==> src/rtl/v3a_pkg.sv <==
// Types, constants and elaboration-time helpers for the vector angle block.
// No dependencies; the files that use it refer to it by scoped names.
package v3a_pkg;

  localparam int DW          = 64;
  localparam int WW          = 128;
  localparam int ROOT_BITS   = 60;
  localparam int CORDIC_STEPS = 62;
  localparam int Q_FRAC      = 62;

  localparam logic [63:0] PI_Q62         = 64'hC90FDAA22168C235;
  localparam logic [63:0] QUARTER_PI_Q62 = 64'h3243F6A8885A308D;

  typedef logic [WW-1:0]        wide_t;
  typedef logic [DW-1:0]        word_t;
  typedef logic signed [DW-1:0] sword_t;
  typedef logic [ROOT_BITS-1:0] root_t;

  // Control that travels with each item down the chain.
  typedef struct packed {
    logic valid;
    logic dneg;
    logic zero;
  } tag_t;

  // Operand pairs of the three cross product terms: cx, cy, cz.
  localparam int CROSS_A [6] = '{1, 2, 2, 0, 0, 1};
  localparam int CROSS_B [6] = '{5, 4, 3, 5, 4, 3};

  // atan(2^-step) in Q62 by its power series, long division done bit by bit.
  function automatic word_t atan_q62(input int step);
    word_t acc;
    word_t term;
    word_t rem;
    word_t dv;
    int    ex;
    if (step == 0) begin
      return QUARTER_PI_Q62;
    end
    acc = '0;
    for (int k = 0; k < 63; k++) begin
      ex = 62 - step * (2 * k + 1);
      if (ex >= 0) begin
        dv   = word_t'(2 * k + 1);
        term = '0;
        rem  = '0;
        for (int j = 63; j >= 0; j--) begin
          rem = {rem[62:0], (j == ex)};
          if (rem >= dv) begin
            rem     = rem - dv;
            term[j] = 1'b1;
          end
        end
        acc = (k % 2 == 1) ? acc - term : acc + term;
      end
    end
    return acc;
  endfunction

  // Round a Q62 angle to nearest in Q(frac).
  function automatic word_t round_q62(input word_t q, input int frac);
    int sh;
    sh = Q_FRAC - frac;
    return (q + (word_t'(1) << (sh - 1))) >> sh;
  endfunction

  function automatic logic [7:0] bit_len_wide(input wide_t v);
    logic [7:0] n;
    n = '0;
    for (int i = 0; i < WW; i++) begin
      if (v[i]) n = 8'(i + 1);
    end
    return n;
  endfunction

  function automatic logic [6:0] bit_len_word(input word_t v);
    logic [6:0] n;
    n = '0;
    for (int i = 0; i < DW; i++) begin
      if (v[i]) n = 7'(i + 1);
    end
    return n;
  endfunction

endpackage

==> src/rtl/v3a_root_cell.sv <==
// One bit of the integer square root: tries bit STEP of the root against
// the running remainder. Uses v3a_pkg.
module v3a_root_cell #(
  parameter int STEP = 0
) (
  input  logic           clk,
  input  logic           rst_n,
  input  logic           en,
  input  v3a_pkg::tag_t  tag_i,
  input  v3a_pkg::wide_t rem_i,
  input  v3a_pkg::root_t root_i,
  input  v3a_pkg::word_t x_i,
  output v3a_pkg::tag_t  tag_o,
  output v3a_pkg::wide_t rem_o,
  output v3a_pkg::root_t root_o,
  output v3a_pkg::word_t x_o
);

  v3a_pkg::tag_t  tag_r;
  v3a_pkg::wide_t rem_r, rem_nxt, trial;
  v3a_pkg::root_t root_r, root_nxt;

  // (r + 2^b)^2 - r^2 = r * 2^(b+1) + 2^(2b)
  always_comb begin
    trial    = (v3a_pkg::wide_t'(root_i) << (STEP + 1)) + (v3a_pkg::wide_t'(1) << (2 * STEP));
    rem_nxt  = rem_i;
    root_nxt = root_i;
    if (trial <= rem_i) begin
      rem_nxt        = rem_i - trial;
      root_nxt[STEP] = 1'b1;
    end
  end

  always_ff @(posedge clk) begin
    if (!rst_n) begin
      tag_r.valid <= 1'b0;
    end else if (en) begin
      tag_r.valid <= tag_i.valid;
    end
    if (en) begin
      tag_r.dneg <= tag_i.dneg;
      tag_r.zero <= tag_i.zero;
      rem_r      <= rem_nxt;
      root_r     <= root_nxt;
      x_o        <= x_i;
    end
  end

  assign tag_o  = tag_r;
  assign rem_o  = rem_r;
  assign root_o = root_r;

endmodule

==> config.mk <==
export PLATFORM = sky130hd
export DESIGN_NAME = v3a_root_cell
export DESIGN_NICKNAME = d
export VERILOG_FILES = /design/src/rtl/v3a_pkg.sv /design/src/rtl/v3a_root_cell.sv
export SDC_FILE = /design/constraint.sdc
export NUM_CORES = 1
export LEC_CHECK = 0
export ABC_AREA = 0
export BUFFER_PORTS_ARGS = -buffer_cell sky130_fd_sc_hd__buf_2
export CORE_AREA = 5 5 199 201
export CTS_CLUSTER_SIZE = 14
export DETAILED_ROUTE_END_ITERATION = 10
export DIE_AREA = 0 0 204 206
export SKIP_LAST_GASP = 1
export SLEW_MARGIN = 5
export SYNTH_ARGS = -nofsm -noshare
export SYNTH_HDL_FRONTEND = slang
export SYNTH_SLANG_ARGS = --single-unit
export TNS_END_PERCENT = 20
==> constraint.sdc <==
create_clock -name clk -period 5.99 [get_ports clk]
set_input_delay 0.2995 -clock clk [delete_from_list [all_inputs] [get_ports clk]]
set_output_delay 0.2995 -clock clk [all_outputs]
set_load 0.02 [all_outputs]
==> out/summary.txt <==
Avg WL per Cell -> 21.9 um
Syn_area_per_cell -> 10.6 um2
CP max FO -> 10
Die ar. -> 42000 um2
Post-CTS Resized -> 0
Most frequent cells in the layout -> buf_2, edfxtp_1, a21oi_1
Clock Tree Buf Depth -> 3
Clock slew at reported path FFs -> 0.07 ns
Dpl hpwl -> 42500 um
Fill cells -> 3384
Port bufs -> 512
Post-Synthesis Cells -> 1347
CP required -> 6.31 ns
Period utilization -> 74.2%
CTS sink cnt -> 255
CTS root buf -> clkbuf_16
Area contributors post-synth -> edfxtp_1, ha_1, a21oi_1
Fin util -> 52.7%
Largest net degree at the start of global routing -> 153
First-pass GRT wire length -> 80400 um
Seq/Total Area, Yosys -> 53.4%
Area after DPL -> 17400 um2
Hold Fails Final Rpt -> 0
Critical path class -> in -> reg
Initial Util -> 38.3%
Area delta synth->final -> 37.5%
Number of remaining DRC errors -> 0
Tot Pwr -> 5380 uW
Final Cell Area -> 19700 um2
Leading cell type in the layout, fill and taps excluded -> buf_2
Slew at the pin closest to its max-slew limit -> 1.10 ns
Via count -> 13210
Post-synthesis cell type count -> 68
Core area -> 37400 um2
TritonCTS Buffers -> 31
Final Critical Period -> 4.45 ns
CTS tree -> yes
Via density -> 5.26
RSZ-0062 raised after global routing -> false
GPL Wtd Cong -> 0.911
Gr usage total -> 24.6%
Pwr Density -> 273 nW/um2
Asr flop ratio synth -> 0%
Max Cap Viol -> 0
Share of cells above drive strength 1 -> 29.9%
IO Pins -> 513
Crit end category -> flop
Post-Synthesis Cell Area -> 14300 um2
Setup TNS -> 0 ns
P_leak -> 0.00818 uW
Fin. max-slew vios -> 0
Cell taking the most area after synthesis -> edfxtp_1
Crit start category -> input pin
Vias in the first global route -> 13395
Post-synth top area share -> 53.3%
Setup Skew -> 0 ns
Max Freq -> 0.225 GHz
Final ANT Viol Nets -> 0
Syn nets -> 1667
Hold Path Class -> in -> reg
CP arrival -> 4.76 ns
Initial antenna violation count -> 6
Synth Flop Type -> edfxtp_1
Insertion delay to the later sink of the worst-skew pair -> 0.56 ns
Die height -> 206 um
H-tree depth -> 1
Drt first-iter violations -> 907
Number of synthesized flops with an enable pin -> 254
Die width -> 204 um
Status -> complete, no violations
Final wirelength -> 55100 um
GR Overflow Total -> 0
#FFs+latches synth -> 255
Rel. slew slack -> 26.6%
Drt pass-1 iters -> 5
Reg2reg setup slack -> 4.81 ns
Num rows -> 71
Nets@finish -> 2293
Max VDD drop -> 0.000222 V
Ys Warns -> 0
Endpoints failing setup -> 0
state kept, by name, summed over array words and instances, names as in the netlist:
| signal | cells |
|---|---|
| root_o | 60 |
| x_o | 64 |
| tag_o | 3 |
| rem_o | 128 |
repair_timing:
action,CTS,global route
endpoints found under the hold margin,126,0
hold buffers,127,0
buffers inserted,0,0
metrics by stage:
stage,cells,worst slack [ns],hold WS (ns)
3_5_place_dp,2324,1.49,0.478
5_1_grt,2511,1.27,0.0373
4_1_cts,2508,1.57,0.0152
3_3_place_gp,2324,1.55,0.476
6_report,2512,1.54,0.0476
2_1_floorplan,1347,2.66,0.398
cells in the mapped netlist, types with 2 or more instances:
master,n
nand2_1,101
nor4_1,29
o221ai_1,2
a31oi_1,8
o21ai_0,43
nor3_1,45
a211oi_1,5
xor2_1,71
a21o_1,15
edfxtp_1,254
nor4b_1,2
o211ai_1,8
a211o_1,2
a31o_2,4
clkbuf_1,41
nand3_1,25
or3_1,19
o221a_2,2
nor3b_1,2
ha_1,61
or2_2,4
buf_2,11
nor3_2,2
nand2b_1,4
nor4_4,2
and3_1,8
or4_1,21
nor2_1,133
and4_1,3
o31a_1,3
a221oi_1,3
nand4_1,47
o21ai_1,2
o211a_1,2
a21boi_0,4
and2_1,3
o21bai_1,10
mux2_2,12
o31ai_1,8
o21a_1,12
xnor2_1,56
a21oi_1,147
inv_1,80
nor2b_1,5
a221o_1,3
worst paths after layout:
check             from    endpoint  cells past startpoint
min reg2reg   tag_o[2]    tag_o[2]                      3
max reg2reg   tag_o[2]    tag_o[2]                      3
min          rem_i[39]   rem_o[39]                      2
max          root_i[3]  rem_o[105]                     13
power by group:
group | internal, uW | total (uW) | leakage, uW | switching (uW)
Clock | 1120 | 1890 | 0.000478 | 774
Sequential | 2180 | 2230 | 0.00249 | 48.4
Combinational | 460 | 1250 | 0.00521 | 789
critical path, stage by stage:
cell and delay, ns:
dlygate4sd3_1 0.54, buf_2 0.11, inv_1 0.04, ha_1 0.33
a21oi_1 0.26, o211ai_1 0.30, a211oi_1 0.29, a21oi_1 0.23
a21oi_1 0.58, o31ai_1 0.37, a211oi_2 0.99, nand4_1 0.22
xnor2_1 0.18
final cells by class:
type	count	area, um2	share of cell area [%]
Antenna cell	4	10.0	0.0508
Tap cell	511	639	3.25
Multi-Input combinational cell	959	6170	31.4
Clock buffer	38	802	4.07
Inverter	80	300	1.52
Clock inverter	19	210	1.07
Timing Repair Buffer	646	3910	19.9
Sequential cell	255	7650	38.8
cells by family (layout without fill, tap and decap cells):
| kind of cell | count (synthesis) | in the layout | synth area share, % |
|---|---|---|---|
| xor gates and xnor gates | 127 | 127 | 7.77 |
| AOI/OAI and AO/OA | 293 | 293 | 12.3 |
| muxes | 13 | 13 | 1.01 |
| buffers and inverters | 133 | 783 | 3.64 |
| adders and majority gates | 62 | 62 | 5.47 |
| DFF | 255 | 255 | 53.4 |
| other | 0 | 4 | 0 |
| and+or+nand+nor | 464 | 464 | 16.4 |
routing by layer:
metal	share of wire, %	vias up	GRT usage, %
met5	0.064	-	0
met4	2.6	6	6.75
met3	8.1	85	5.71
met2	50	571	43.8
met1	40	6277	30.0
li1	-	6271	-
(Power assumes the default switching activity.)
