$ cat src/rtl/v3a_pkg.sv
// Types, constants and elaboration-time helpers for the vector angle block.
// No dependencies; the files that use it refer to it by scoped names.
package v3a_pkg;

  localparam int DW          = 64;
  localparam int WW          = 128;
  localparam int ROOT_BITS   = 60;
  localparam int CORDIC_STEPS = 62;
  localparam int Q_FRAC      = 62;

  localparam logic [63:0] PI_Q62         = 64'hC90FDAA22168C235;
  localparam logic [63:0] QUARTER_PI_Q62 = 64'h3243F6A8885A308D;

  typedef logic [WW-1:0]        wide_t;
  typedef logic [DW-1:0]        word_t;
  typedef logic signed [DW-1:0] sword_t;
  typedef logic [ROOT_BITS-1:0] root_t;

  // Control that travels with each item down the chain.
  typedef struct packed {
    logic valid;
    logic dneg;
    logic zero;
  } tag_t;

  // Operand pairs of the three cross product terms: cx, cy, cz.
  localparam int CROSS_A [6] = '{1, 2, 2, 0, 0, 1};
  localparam int CROSS_B [6] = '{5, 4, 3, 5, 4, 3};

  // atan(2^-step) in Q62 by its power series, long division done bit by bit.
  function automatic word_t atan_q62(input int step);
    word_t acc;
    word_t term;
    word_t rem;
    word_t dv;
    int    ex;
    if (step == 0) begin
      return QUARTER_PI_Q62;
    end
    acc = '0;
    for (int k = 0; k < 63; k++) begin
      ex = 62 - step * (2 * k + 1);
      if (ex >= 0) begin
        dv   = word_t'(2 * k + 1);
        term = '0;
        rem  = '0;
        for (int j = 63; j >= 0; j--) begin
          rem = {rem[62:0], (j == ex)};
          if (rem >= dv) begin
            rem     = rem - dv;
            term[j] = 1'b1;
          end
        end
        acc = (k % 2 == 1) ? acc - term : acc + term;
      end
    end
    return acc;
  endfunction

  // Round a Q62 angle to nearest in Q(frac).
  function automatic word_t round_q62(input word_t q, input int frac);
    int sh;
    sh = Q_FRAC - frac;
    return (q + (word_t'(1) << (sh - 1))) >> sh;
  endfunction

  function automatic logic [7:0] bit_len_wide(input wide_t v);
    logic [7:0] n;
    n = '0;
    for (int i = 0; i < WW; i++) begin
      if (v[i]) n = 8'(i + 1);
    end
    return n;
  endfunction

  function automatic logic [6:0] bit_len_word(input word_t v);
    logic [6:0] n;
    n = '0;
    for (int i = 0; i < DW; i++) begin
      if (v[i]) n = 7'(i + 1);
    end
    return n;
  endfunction

endpackage

$ cat src/rtl/v3a_cordic_cell.sv
// One vectoring CORDIC rotation by atan(2^-STEP), driving y toward zero
// and accumulating the angle in Q62. Uses v3a_pkg.
module v3a_cordic_cell #(
  parameter int STEP = 0
) (
  input  logic            clk,
  input  logic            rst_n,
  input  logic            en,
  input  v3a_pkg::tag_t   tag_i,
  input  v3a_pkg::sword_t x_i,
  input  v3a_pkg::sword_t y_i,
  input  v3a_pkg::sword_t z_i,
  output v3a_pkg::tag_t   tag_o,
  output v3a_pkg::sword_t x_o,
  output v3a_pkg::sword_t y_o,
  output v3a_pkg::sword_t z_o
);

  localparam v3a_pkg::word_t ATAN = v3a_pkg::atan_q62(STEP);

  v3a_pkg::tag_t   tag_r;
  v3a_pkg::sword_t xs, ys;

  assign xs = x_i >>> STEP;
  assign ys = y_i >>> STEP;

  always_ff @(posedge clk) begin
    if (!rst_n) begin
      tag_r.valid <= 1'b0;
    end else if (en) begin
      tag_r.valid <= tag_i.valid;
    end
    if (en) begin
      tag_r.dneg <= tag_i.dneg;
      tag_r.zero <= tag_i.zero;
      if (!y_i[v3a_pkg::DW-1]) begin
        x_o <= x_i + ys;
        y_o <= y_i - xs;
        z_o <= z_i + $signed(ATAN);
      end else begin
        x_o <= x_i - ys;
        y_o <= y_i + xs;
        z_o <= z_i - $signed(ATAN);
      end
    end
  end

  assign tag_o = tag_r;

endmodule

$ cat config.mk
export PLATFORM = sky130hd
export DESIGN_NAME = v3a_cordic_cell
export DESIGN_NICKNAME = d
export VERILOG_FILES = /design/src/rtl/v3a_pkg.sv /design/src/rtl/v3a_cordic_cell.sv
export SDC_FILE = /design/constraint.sdc
export NUM_CORES = 1
export LEC_CHECK = 0
export BUFFER_PORTS_ARGS = -buffer_cell sky130_fd_sc_hd__buf_2
export CELL_PAD_IN_SITES_DETAIL_PLACEMENT = 1
export CELL_PAD_IN_SITES_GLOBAL_PLACEMENT = 2
export CORE_ASPECT_RATIO = 0.5
export CORE_MARGIN = 3
export CORE_UTILIZATION = 34
export DETAILED_ROUTE_END_ITERATION = 8
export GPL_ROUTABILITY_DRIVEN = 0
export PLACE_DENSITY_LB_ADDON = 0.1
export SYNTH_ARGS = -nofsm -noshare
export SYNTH_HDL_FRONTEND = slang
export SYNTH_SLANG_ARGS = --single-unit
$ cat constraint.sdc
create_clock -name clk -period 6.3 [get_ports clk]
set_clock_uncertainty 0.15 [all_clocks]
set_input_delay 0.945 -clock clk [delete_from_list [all_inputs] [get_ports clk]]
set_output_delay 0.945 -clock clk [all_outputs]
set_load 0.01 [all_outputs]
==> metrics.txt, run 1 <==
status complete, no violations; CTS root buffer clkbuf_16; DRC 0; minimum clock period 5010 ps; pwr/cell area 212 nW/µm²; Critical-path top delay cell o31ai_1; Netlist cell types 103; Endpoint, Worst Hold tag_o[2]; Max Clock Freq 0.200 GHz; Clk pin slew, worst setup/hold paths 80 ps; RSZ-0062 raised after global routing no; HP Class reg2reg; GRT Total Usage 0.258; die width 364 µm; flops & latches, synth 194; # resized after CTS 0; # setup viols final 0; R2R setup slack 5550 ps; worst-skew pair later-pin latency 510 ps; CTS Buffer Depth 2; largest area contributor in the netlist edfxtp_1; CTS Buf Count 17; max-cap violation count 0; Seq/Total Area, Yosys 0.268; CP endpoint kind flip-flop; CP peak stage delay 610 ps; Pleak 10.8 nW; ratio of cells with drive above 1 in the final layout 0.169; drt wl/cell 23.5 µm; first-pass GRT wire length 133,000 µm; Final Cycle Share 0.796; DIE HEIGHT 185 µm; gr ovfl total 0; Sink Count 194; hold-critical path depth 2; H-tree depth 4; nets@finish 3,395; Routed WL 88,500 µm; vias in the first global route 22.0k; Hold Crit Start tag_o[2]; VDD IR max 0.216 mV; delay-heaviest family, CP simple AND/OR/NAND/NOR gates; Tightest Pin Transition 986 ps; Synth async-reset ratio 0; EDFF count, synth 193; DR vias 21.2k; Yosys warnings 0; Hold Fails Final Rpt 0; WP data required 6410 ps; Initial DRC Count 1,496; port bufs 392; postcts setup bufs 0; Slew headroom 0.343; Starting Density 0.350; P&R area growth vs syn 14.5%; Synth Flop Type edfxtp_1; crit-path max FO 14; ANT nets after route 0; core area 62,100 µm²; worst path bufs/invs 2; via density per instance 5.62; initial antenna violation count 2; Post-Syn Area per Cell 8.30 µm²; mapped cell area 21,700 µm²; hold slack 375 ps; crit path DAT 5120 ps; CTS tree done; DIE AREA 67,200 µm²; DR pass1 iterations 5; reg-to-reg startpoint tag_o[2]; Yosys top cell area share 0.267; Synth top cells by count 368 x a21oi_1, 266 x ha_1, 203 x inv_1, 198 x nor2_1, 193 x edfxtp_1; Syn Nets 3,084; I/O pin count 393; most frequent cell after synthesis a21oi_1; HPWL Detailed 71,600 µm; Rows 64; final count of pins violating max slew 0; reg2reg path depth 2; final setup TNS 0 ps; Worst setup SP type primary input; top cells by area, synth edfxtp_1 27%, ha_1 15%, a21oi_1 8.5%, xnor2_1 6.6%, inv_1 3.5%; largest net degree at the start of global routing 116; Post-CTS Hold Fix Bufs 0; r2r endpoint tag_o[2]; crit-path cells buf_2 -> inv_1 -> ha_1 -> nor4_1 -> nand4_1 -> or3_1 -> a31oi_1 -> or2_1 -> a21oi_1 -> o31ai_1 -> mux2i_1 -> xnor2_1; Post-Synthesis Cells 2,617; critical path class in2reg
## final cells by class
class | count | area, µm²
Fill cell | 7524 | 37200
Clock buffer | 19 | 433
Timing Repair Buffer | 405 | 2090
Sequential cell | 194 | 5820
Tap cell | 825 | 1030
Clock inverter | 13 | 158
Inverter | 224 | 843
Multi-Input combinational cell | 2086 | 14500
Antenna cell | 2 | 5.00
## per-layer routing
metal  share of wire  track usage  wire [µm]  up-vias
met5         0.00015            0         13        -
met4           0.026       0.0779       2270        2
met3           0.047       0.0464       4180      112
met2            0.48        0.444      42700      543
met1            0.44        0.333      39400    10400
li1                -            -          -    10200
## worst reg2reg max path, stage by stage, from the launching register on
cell	delay, ps
dfxtp_1	310
mux2i_1	120
nor2b_1	60
## kinds of logic after synthesis
logic type | after synthesis | share of synthesized area
xor gates and xnor gates | 186 | 0.0750
muxes | 34 | 0.0157
DFF | 194 | 0.268
and+or+nand+nor | 634 | 0.140
adders and majority gates | 269 | 0.156
AOI/OAI and AO/OA | 963 | 0.282
buffers and inverters | 337 | 0.0642
## layout by cell type (no fill, tap or decap), types with 7 or more instances in the layout
| master | n |
|---|---|
| a2111oi_0 | 7 |
| a211oi_1 | 23 |
| a21boi_0 | 8 |
| a21o_1 | 73 |
| a21oi_1 | 368 |
| a221o_1 | 9 |
| a31oi_1 | 35 |
| and2_1 | 10 |
| and3_1 | 8 |
| and4_1 | 7 |
| buf_2 | 390 |
| buf_4 | 12 |
| clkbuf_16 | 17 |
| clkinv_1 | 8 |
| edfxtp_1 | 193 |
| ha_1 | 266 |
| inv_1 | 202 |
| inv_2 | 16 |
| mux2i_1 | 33 |
| nand2_1 | 164 |
| nand2b_1 | 18 |
| nand3_1 | 49 |
| nand4_1 | 44 |
| nor2_1 | 198 |
| nor2b_1 | 22 |
| nor3_1 | 45 |
| nor4_1 | 21 |
| o211ai_1 | 22 |
| o21a_1 | 19 |
| o21ai_0 | 133 |
| o21ai_1 | 48 |
| o21bai_1 | 79 |
| o22ai_1 | 7 |
| o31a_1 | 7 |
| o31ai_1 | 35 |
| or2_2 | 7 |
| or3_1 | 16 |
| xnor2_1 | 163 |
| xor2_1 | 23 |
## registers in the layout (all words and copies together), names as in the netlist
register and count:
y_o 63, z_o 64, tag_o 3, x_o 64
## power breakdown
group | leakage [nW] | internal (W) | total (W) | switching, W
Sequential | 1.90 | 0.00172 | 0.00179 | 0.0000665
Clock | 0.284 | 0.000622 | 0.00118 | 0.000561
Combinational | 8.58 | 0.000820 | 0.00230 | 0.00148
## how the worst max path moves through the flow
stage,from,depth (start not counted),slack [ps],to
after floorplan,y_i[63],16,1160,z_o[58]
after global placement,y_i[0],16,930,y_o[60]
after detailed placement,y_i[0],16,990,y_o[60]
after CTS,y_i[0],16,1540,y_o[60]
after global routing,x_i[19],12,1280,x_o[47]
final,x_i[22],12,1290,x_o[47]
## through the flow
stage          instances   util  worst slack, ps  area (µm²)  total power (W)
2_1_floorplan       2617      -             1160       21700          0.00322
3_3_place_gp        3734  0.391              935       24300          0.00409
4_1_cts             3766  0.401             1540       24900          0.00531
6_report            3768  0.401             1290       24900          0.00527
5_1_grt             3767  0.401             1280       24900          0.00559
3_5_place_dp        3734  0.391              990       24300          0.00410
No activity file was read; power rests on OpenSTA's default activity.
==> run 2, diff against run 1 <==
--- a/config.mk
+++ b/config.mk
@@ -5,12 +5,13 @@
 export SDC_FILE = /design/constraint.sdc
 export NUM_CORES = 1
 export LEC_CHECK = 0
+export ABC_AREA = 1
 export BUFFER_PORTS_ARGS = -buffer_cell sky130_fd_sc_hd__buf_2
 export CELL_PAD_IN_SITES_DETAIL_PLACEMENT = 1
 export CELL_PAD_IN_SITES_GLOBAL_PLACEMENT = 2
 export CORE_ASPECT_RATIO = 0.5
 export CORE_MARGIN = 3
-export CORE_UTILIZATION = 34
+export CORE_UTILIZATION = 28
 export DETAILED_ROUTE_END_ITERATION = 8
 export GPL_ROUTABILITY_DRIVEN = 0
 export PLACE_DENSITY_LB_ADDON = 0.1
==> constraint.sdc (replaced) <==
create_clock -name clk -period 4.3 [get_ports clk]
set_clock_uncertainty 0.15 [all_clocks]
set_input_delay 0.645 -clock clk [delete_from_list [all_inputs] [get_ports clk]]
set_output_delay 0.645 -clock clk [all_outputs]
set_load 0.01 [all_outputs]
==> run 2 against run 1 <==
Compared with the run above: die area rose by 61%; via count up 52%; register-to-register slack worse by 2100 ps; count of clock-buffer cells in the layout shrank 2; largest cell class unchanged.
==> metrics.txt, run 2 <==
Switching Share 0.471 (+0.0711); Yosys top cell area share 0.231 (-0.0355); DIE AREA 108,000 µm² (+61%); DRC 0 (unchanged); CTS tree done; Post-CTS Hold Fix Bufs 0 (unchanged); Post-Synthesis Cells 5,018 (+92%); non-filler cells, final 6,770 (+80%); # resized after CTS 0 (unchanged); Routed WL 142,000 µm (+61%); gr ovfl total 0 (unchanged); flops & latches, synth 194 (unchanged); VDD IR max 0.368 mV (+70%); H-tree depth 4 (unchanged); post-synthesis compound-gate area fraction 0.0952 (-0.186); Endpoint, Worst Hold tag_o[1]; final setup TNS 0 ps (unchanged); Internal 0.00457 W (+45%); vias in the first global route 33.0k (+50%); Rows 83 (+30%); DR vias 32.3k (+52%); initial antenna violation count 9 (+7); Final Cell Area 33,100 µm² (+33%); Synth Flop Type edfxtp_1; DIE HEIGHT 234 µm (+27%); DR WL met3 5630 µm (+35%); ratio of cells with drive above 1 in the final layout 0.122 (-0.0474); port bufs 392 (unchanged); RSZ-0062 raised after global routing no; WP data required 4470 ps (-1940 ps); largest area contributor in the netlist nand2_1; Hold Crit Start tag_i[1]; most frequent cells in the layout 1,799 x nand2_1, 1,012 x inv_1, 390 x buf_2; nets@finish 5,818 (+71%); EDFF count, synth 193 (unchanged); Post-Synth Simple-Gate Area 0.406 (+0.266); r2r endpoint tag_o[2]; mux contribution to synthesized area 0.000343 (-0.0154); placed cell count 6,734 (+80%); minimum clock period 3220 ps; Total Power 0.00865 W (+64%); HP Class in2reg; Synth async-reset ratio 0 (unchanged); Adder-Cell Fraction of Synth Area 0.116 (-0.0399); max-cap violation count 0 (unchanged); Tightest Pin Transition 891 ps (-94.6 ps); Starting Density 0.284 (-0.0662); crit path DAT 3400 ps (-1720 ps); post-layout util 0.321 (-0.0798); Synth top cells by count 1,799 x nand2_1, 1,012 x inv_1, 372 x nand3_1, 366 x nor2_1, 267 x a21oi_1; DR top layer met5; Yosys warnings 0 (unchanged); commonest non-fill, non-tap cell in the layout nand2_1; Largest regs x_o (64), z_o (64), y_o (63); WL met2 68,600 µm (+61%); drt wl/cell 21.0 µm (-11%); CTS Buf Count 17 (unchanged); Sink Count 194 (unchanged); NetSw 0.00408 W (+93%); Initial DRC Count 1,998 (+34%); Final Cycle Share 0.750; Syn Nets 5,485 (+78%); mapped cell area 29,200 µm² (+34%); CTS Buffer Depth 2 (unchanged); critical path class in2reg; core area 103,000 µm² (+66%); Pleak 18.0 nW (+68%); via density per instance 4.76 (-15%); Met1 Routed Length 64,800 µm (+65%); placed inst area 32,400 µm² (+33%); pwr/cell area 262 nW/µm² (+24%); post-synthesis xor/xnor area fraction 0.0258 (-0.0492); Netlist cell types 44 (-57%); # setup viols final 0 (unchanged); I/O pin count 393 (unchanged); ANT nets after route 0 (unchanged); status complete, no violations; postcts setup bufs 0 (unchanged); P&R area growth vs syn 13.1%; Seq/Total Area, Yosys 0.199 (-0.0685); Worst setup SP type primary input; largest net degree at the start of global routing 91 (-22%); HPWL Detailed 126,000 µm (+76%); DR pass1 iterations 5 (unchanged); CTS root buffer clkbuf_16; CP endpoint kind flip-flop; Clk pin slew, worst setup/hold paths 90 ps (about the same); Clk pwr share 0.216 (-0.008); top cells by area, synth nand2_1 23%, edfxtp_1 20%, inv_1 13%, ha_1 11%, nand3_1 6.4%; Hold Fails Final Rpt 0 (unchanged); hold-critical path depth 1 (-1); reg-to-reg startpoint tag_o[2]; FILL cells 13.8k (+84%); Slew headroom 0.406 (+0.0631); combinational share of power 0.489 (+0.052); most frequent cell after synthesis nand2_1; first-pass GRT wire length 208,000 µm (+56%); reg2reg path depth 2 (unchanged); worst-skew pair later-pin latency 550 ps (+40 ps); Post-Syn Area per Cell 5.82 µm² (-30%); final count of pins violating max slew 0 (unchanged); R2R setup slack 3470 ps (-2080 ps); GRT Total Usage 0.258 (-0.000555); die width 463 µm (+27%); Sequential Power Share 0.295 (-0.044); main combinational cell family by area after synthesis simple AND/OR/NAND/NOR gates; crit-path max FO 35 (+21); Max Clock Freq 0.310 GHz
## run 2: worst max-delay path by stage
stage | from | endpoint | slack [ps] | cells past startpoint
2_1_floorplan | y_i[63] | z_o[59] | 1260 | 16
3_3_place_gp | y_i[63] | z_o[58] | 620 | 15
3_5_place_dp | y_i[63] | z_o[58] | 580 | 15
4_1_cts | x_i[17] | y_o[23] | 1190 | 11
5_1_grt | y_i[63] | z_o[58] | 950 | 15
6_report | y_i[63] | z_o[58] | 1080 | 15
## run 2: power by group through the flow
| stage | logic [W] | registers (W) | clock network [W] |
|---|---|---|---|
| CTS | 0.00425 | 0.00256 | 0.00194 |
| detailed placement | 0.00423 | 0.00260 | 0 |
| global route | 0.00469 | 0.00258 | 0.00200 |
| finish | 0.00423 | 0.00255 | 0.00187 |
| global placement | 0.00419 | 0.00260 | 0 |
| floorplan | 0.00239 | 0.00272 | 0 |
## run 2: through the flow
stage	hold slack (ps)	setup WS, ps
2_1_floorplan	405	1260
3_3_place_gp	375	621
3_5_place_dp	397	583
4_1_cts	54.6	1190
5_1_grt	79.7	949
6_report	113	1080
## run 2: cells by family (layout without fill, tap and decap cells)
| group | count (synthesis) | count (layout) |
|---|---|---|
| AND/OR/NAND/NOR | 2800 | 2800 |
| buffers and inverters | 1147 | 1493 |
| AO/OA/AOI/OAI | 521 | 521 |
| adder cells (fa/ha/maj) | 269 | 269 |
| flip-flops | 194 | 194 |
| XOR/XNOR | 86 | 86 |
| multiplexers | 1 | 1 |
| other | 0 | 4 |
## run 2: worst max-delay path, cell delays in order
cell and delay [ps]:
buf_6 310, inv_6 190, ha_1 450, a21oi_1 280, nand2_1 220, nand2_1 100, nand2_1 160, nand2_1 100
nand2_1 110, nand3_1 90, nand3_1 230, nand3_1 240, nand2_1 70, nand2_1 60, nand2_1 40
## run 2: per-layer routing
layer  up-vias  GRT usage
met5         -          0
met1     15400      0.332
li1      16100          -
met3       113     0.0276
met4         2     0.0636
met2       617      0.462
## run 2: area by class of cell
class / count / area, µm² / area share
multi-input cells: 3677 / 18800 / 0.568
clock inverters: 15 / 206 / 0.00625
flip-flops and latches: 194 / 5820 / 0.176
repair buffers: 403 / 2090 / 0.0631
inverters: 1058 / 3980 / 0.120
diodes: 4 / 10.0 / 0.000303
clock buffers: 17 / 425 / 0.0129
well taps: 1402 / 1750 / 0.0531
==> run 3, diff against run 2 <==
==> constraint.sdc (replaced) <==
create_clock -name clk -period 2.71 [get_ports clk]
set_clock_uncertainty 0.15 [all_clocks]
set_input_delay 0.4065 -clock clk [delete_from_list [all_inputs] [get_ports clk]]
set_output_delay 0.4065 -clock clk [all_outputs]
set_load 0.01 [all_outputs]
==> run 3 against run 2 <==
Compared with the run above: die area stayed put; first-iteration DRC count is 8.7% higher; global-route usage increased by 1.6 points; final cell count up 13%; non-clock buffer count is 912 higher; via count up 12%; largest power group unchanged; clock power is 53% higher; total power rose by 77%; critical path depth unchanged; worst hold slack better by 1.3 ps.
==> metrics.txt, run 3 (synthesis results as in run 2) <==
most frequent cells in the layout 1,798 x nand2_1, 1,012 x inv_1, 905 x buf_4; pwr/cell area 383 nW/µm² (+46%); RSZ-0062 raised after global routing no; DR vias 36.0k (+12%); Clk pin slew, worst setup/hold paths 80 ps (about the same); # setup viols final 0 (unchanged); CTS tree done; Final Cycle Share 0.964; VDD IR max 0.618 mV (+68%); non-filler cells, final 7,682 (+13%); Largest regs x_o (64), z_o (64), y_o (63); Sink Count 194 (unchanged); initial antenna violation count 12 (+3); largest net degree at the start of global routing 65 (-29%); worst-skew pair later-pin latency 550 ps (about the same); DIE AREA 108,000 µm² (unchanged); r2r endpoint tag_o[2]; postcts setup bufs 0 (unchanged); Rows 83 (unchanged); core area 103,000 µm² (unchanged); via density per instance 4.69 (-1.6%); Tightest Pin Transition 818 ps (-73.5 ps); crit-path max FO 9 (-74%); HPWL Detailed 134,000 µm (+6.9%); hold-critical path depth 2 (+1); gr ovfl total 0 (unchanged); GR Layer Usage met3 0.0340 (+0.00636); Routed WL 151,000 µm (+6.3%); global route hottest layer met2; Endpoint, Worst Hold z_o[1]; minimum clock period 2610 ps; DIE HEIGHT 234 µm (unchanged); Initial DRC Count 2,172 (+8.7%); placed inst area 39,400 µm² (+21%); CP endpoint kind flip-flop; placed cell count 7,642 (+13%); drt wl/cell 19.7 µm (-6.3%); crit path DAT 2770 ps (-630 ps); post-layout util 0.389 (+0.0678); critical path class in2reg; CTS root buffer clkbuf_16; vias in the first global route 37.8k (+15%); Switching Share 0.436 (-0.0348); combinational share of power 0.549 (+0.060); FILL cells 14.0k (+1.1%); Slew headroom 0.455 (+0.0490); R2R setup slack 1350 ps (-2120 ps); status complete, no violations; CTS Buffer Depth 2 (unchanged); DRC 0 (unchanged); final count of pins violating max slew 0 (unchanged); die width 463 µm (unchanged); grt met2 use 0.500 (+0.0380); ANT nets after route 0 (unchanged); I/O pin count 393 (unchanged); nets@finish 6,730 (+16%); GR Util met1 0.337 (+0.00539); Hold Fails Final Rpt 0 (unchanged); ratio of cells with drive above 1 in the final layout 0.249 (+0.127); NetSw 0.00670 W (+64%); Total Power 0.0153 W (+77%); CTS Buf Count 17 (unchanged); Pleak 22.5 nW (+25%); Starting Density 0.284 (unchanged); port bufs 392 (unchanged); commonest non-fill, non-tap cell in the layout nand2_1; reg-to-reg startpoint tag_o[2]; DR pass1 iterations 5 (unchanged); GRT Total Usage 0.274 (+0.0157); HP Class in2reg; Clk pwr share 0.186 (-0.030); WP data required 2860 ps (-1610 ps); Final Cell Area 40,000 µm² (+21%); Sequential Power Share 0.265 (-0.030); reg2reg path depth 3 (+1); Internal 0.00865 W (+89%); max-cap violation count 0 (unchanged); first-pass GRT wire length 224,000 µm (+7.8%); Hold Crit Start z_i[1]; H-tree depth 4 (unchanged); P&R area growth vs syn 37.1%; Max Clock Freq 0.383 GHz; Worst setup SP type primary input
run 3: cell count changes in the layout (fill, tap and decap cells not counted), sizes merged:
cell | previous run | this run
buf | 403 | 1311
inv | 1065 | 1059
dlygate4sd3 | 0 | 4
clkinv | 6 | 9
bufinv | 2 | 3
clkbuf | 17 | 18
clkinvlp | 0 | 1
run 3: cell type report:
| cell class | instances | area [µm²] | share of cell area |
|---|---|---|---|
| Antenna cell | 4 | 10.0 | 0.000250 |
| Clock buffer | 18 | 429 | 0.0107 |
| Clock inverter | 14 | 159 | 0.00397 |
| Inverter | 1058 | 3980 | 0.0993 |
| Multi-Input combinational cell | 3677 | 18800 | 0.470 |
| Sequential cell | 194 | 5820 | 0.145 |
| Tap cell | 1402 | 1750 | 0.0438 |
| Timing Repair Buffer | 1315 | 9090 | 0.227 |
run 3: metrics by stage:
step	hold slack (ps)	setup TNS, ps	worst slack (ps)
after CTS	74.3	0	150
after detailed placement	409	-42410	-457
after global placement	368	-35420	-382
after floorplan	350	0	94.0
after global routing	93.6	0	2.61
final	115	0	97.1
run 3: critical path: stages:
cell,delay [ps]
buf_2,110
inv_1,40
ha_1,520
nand2_2,190
nor2_2,280
nand2_1,120
buf_4,150
nor2_1,110
nand2_1,70
nand3b_1,300
nand2_1,160
nand3_1,110
nand2_1,60
nand3_1,60
nand2_1,50
run 3: what timing repair did:
item,in CTS,in global routing
resized for setup,0,7
endpoints found under the hold margin,3,0
hold buffers,4,0
endpoints found under the setup margin,0,18
run 3: worst max-delay path by stage:
| stage | from | end | slack [ps] | cells after the start |
|---|---|---|---|---|
| 6_report | x_i[11] | x_o[37] | 100 | 15 |
| 5_1_grt | x_i[11] | y_o[53] | 3 | 15 |
| 4_1_cts | x_i[10] | x_o[47] | 150 | 15 |
| 3_5_place_dp | x_i[10] | x_o[47] | -460 | 15 |
| 3_3_place_gp | x_i[10] | y_o[47] | -380 | 15 |
| 2_1_floorplan | y_i[63] | z_o[59] | 90 | 16 |
run 3: power groups by stage:
stage                     logic, W  registers (W)  clock network [W]
after floorplan            0.00379        0.00431                  0
after global placement     0.00821        0.00413                  0
after detailed placement   0.00838        0.00415                  0
after CTS                  0.00842        0.00408            0.00294
after global routing       0.00923        0.00411            0.00304
final                      0.00842        0.00407            0.00286
run 3: routing by layer:
metal / share of wire / vias up / wire length [µm]
met5: 0 / - / 0
li1: - / 17900 / -
met3: 0.045 / 159 / 6770
met1: 0.44 / 17100 / 66000
met4: 0.028 / 0 / 4230
met2: 0.49 / 788 / 74000
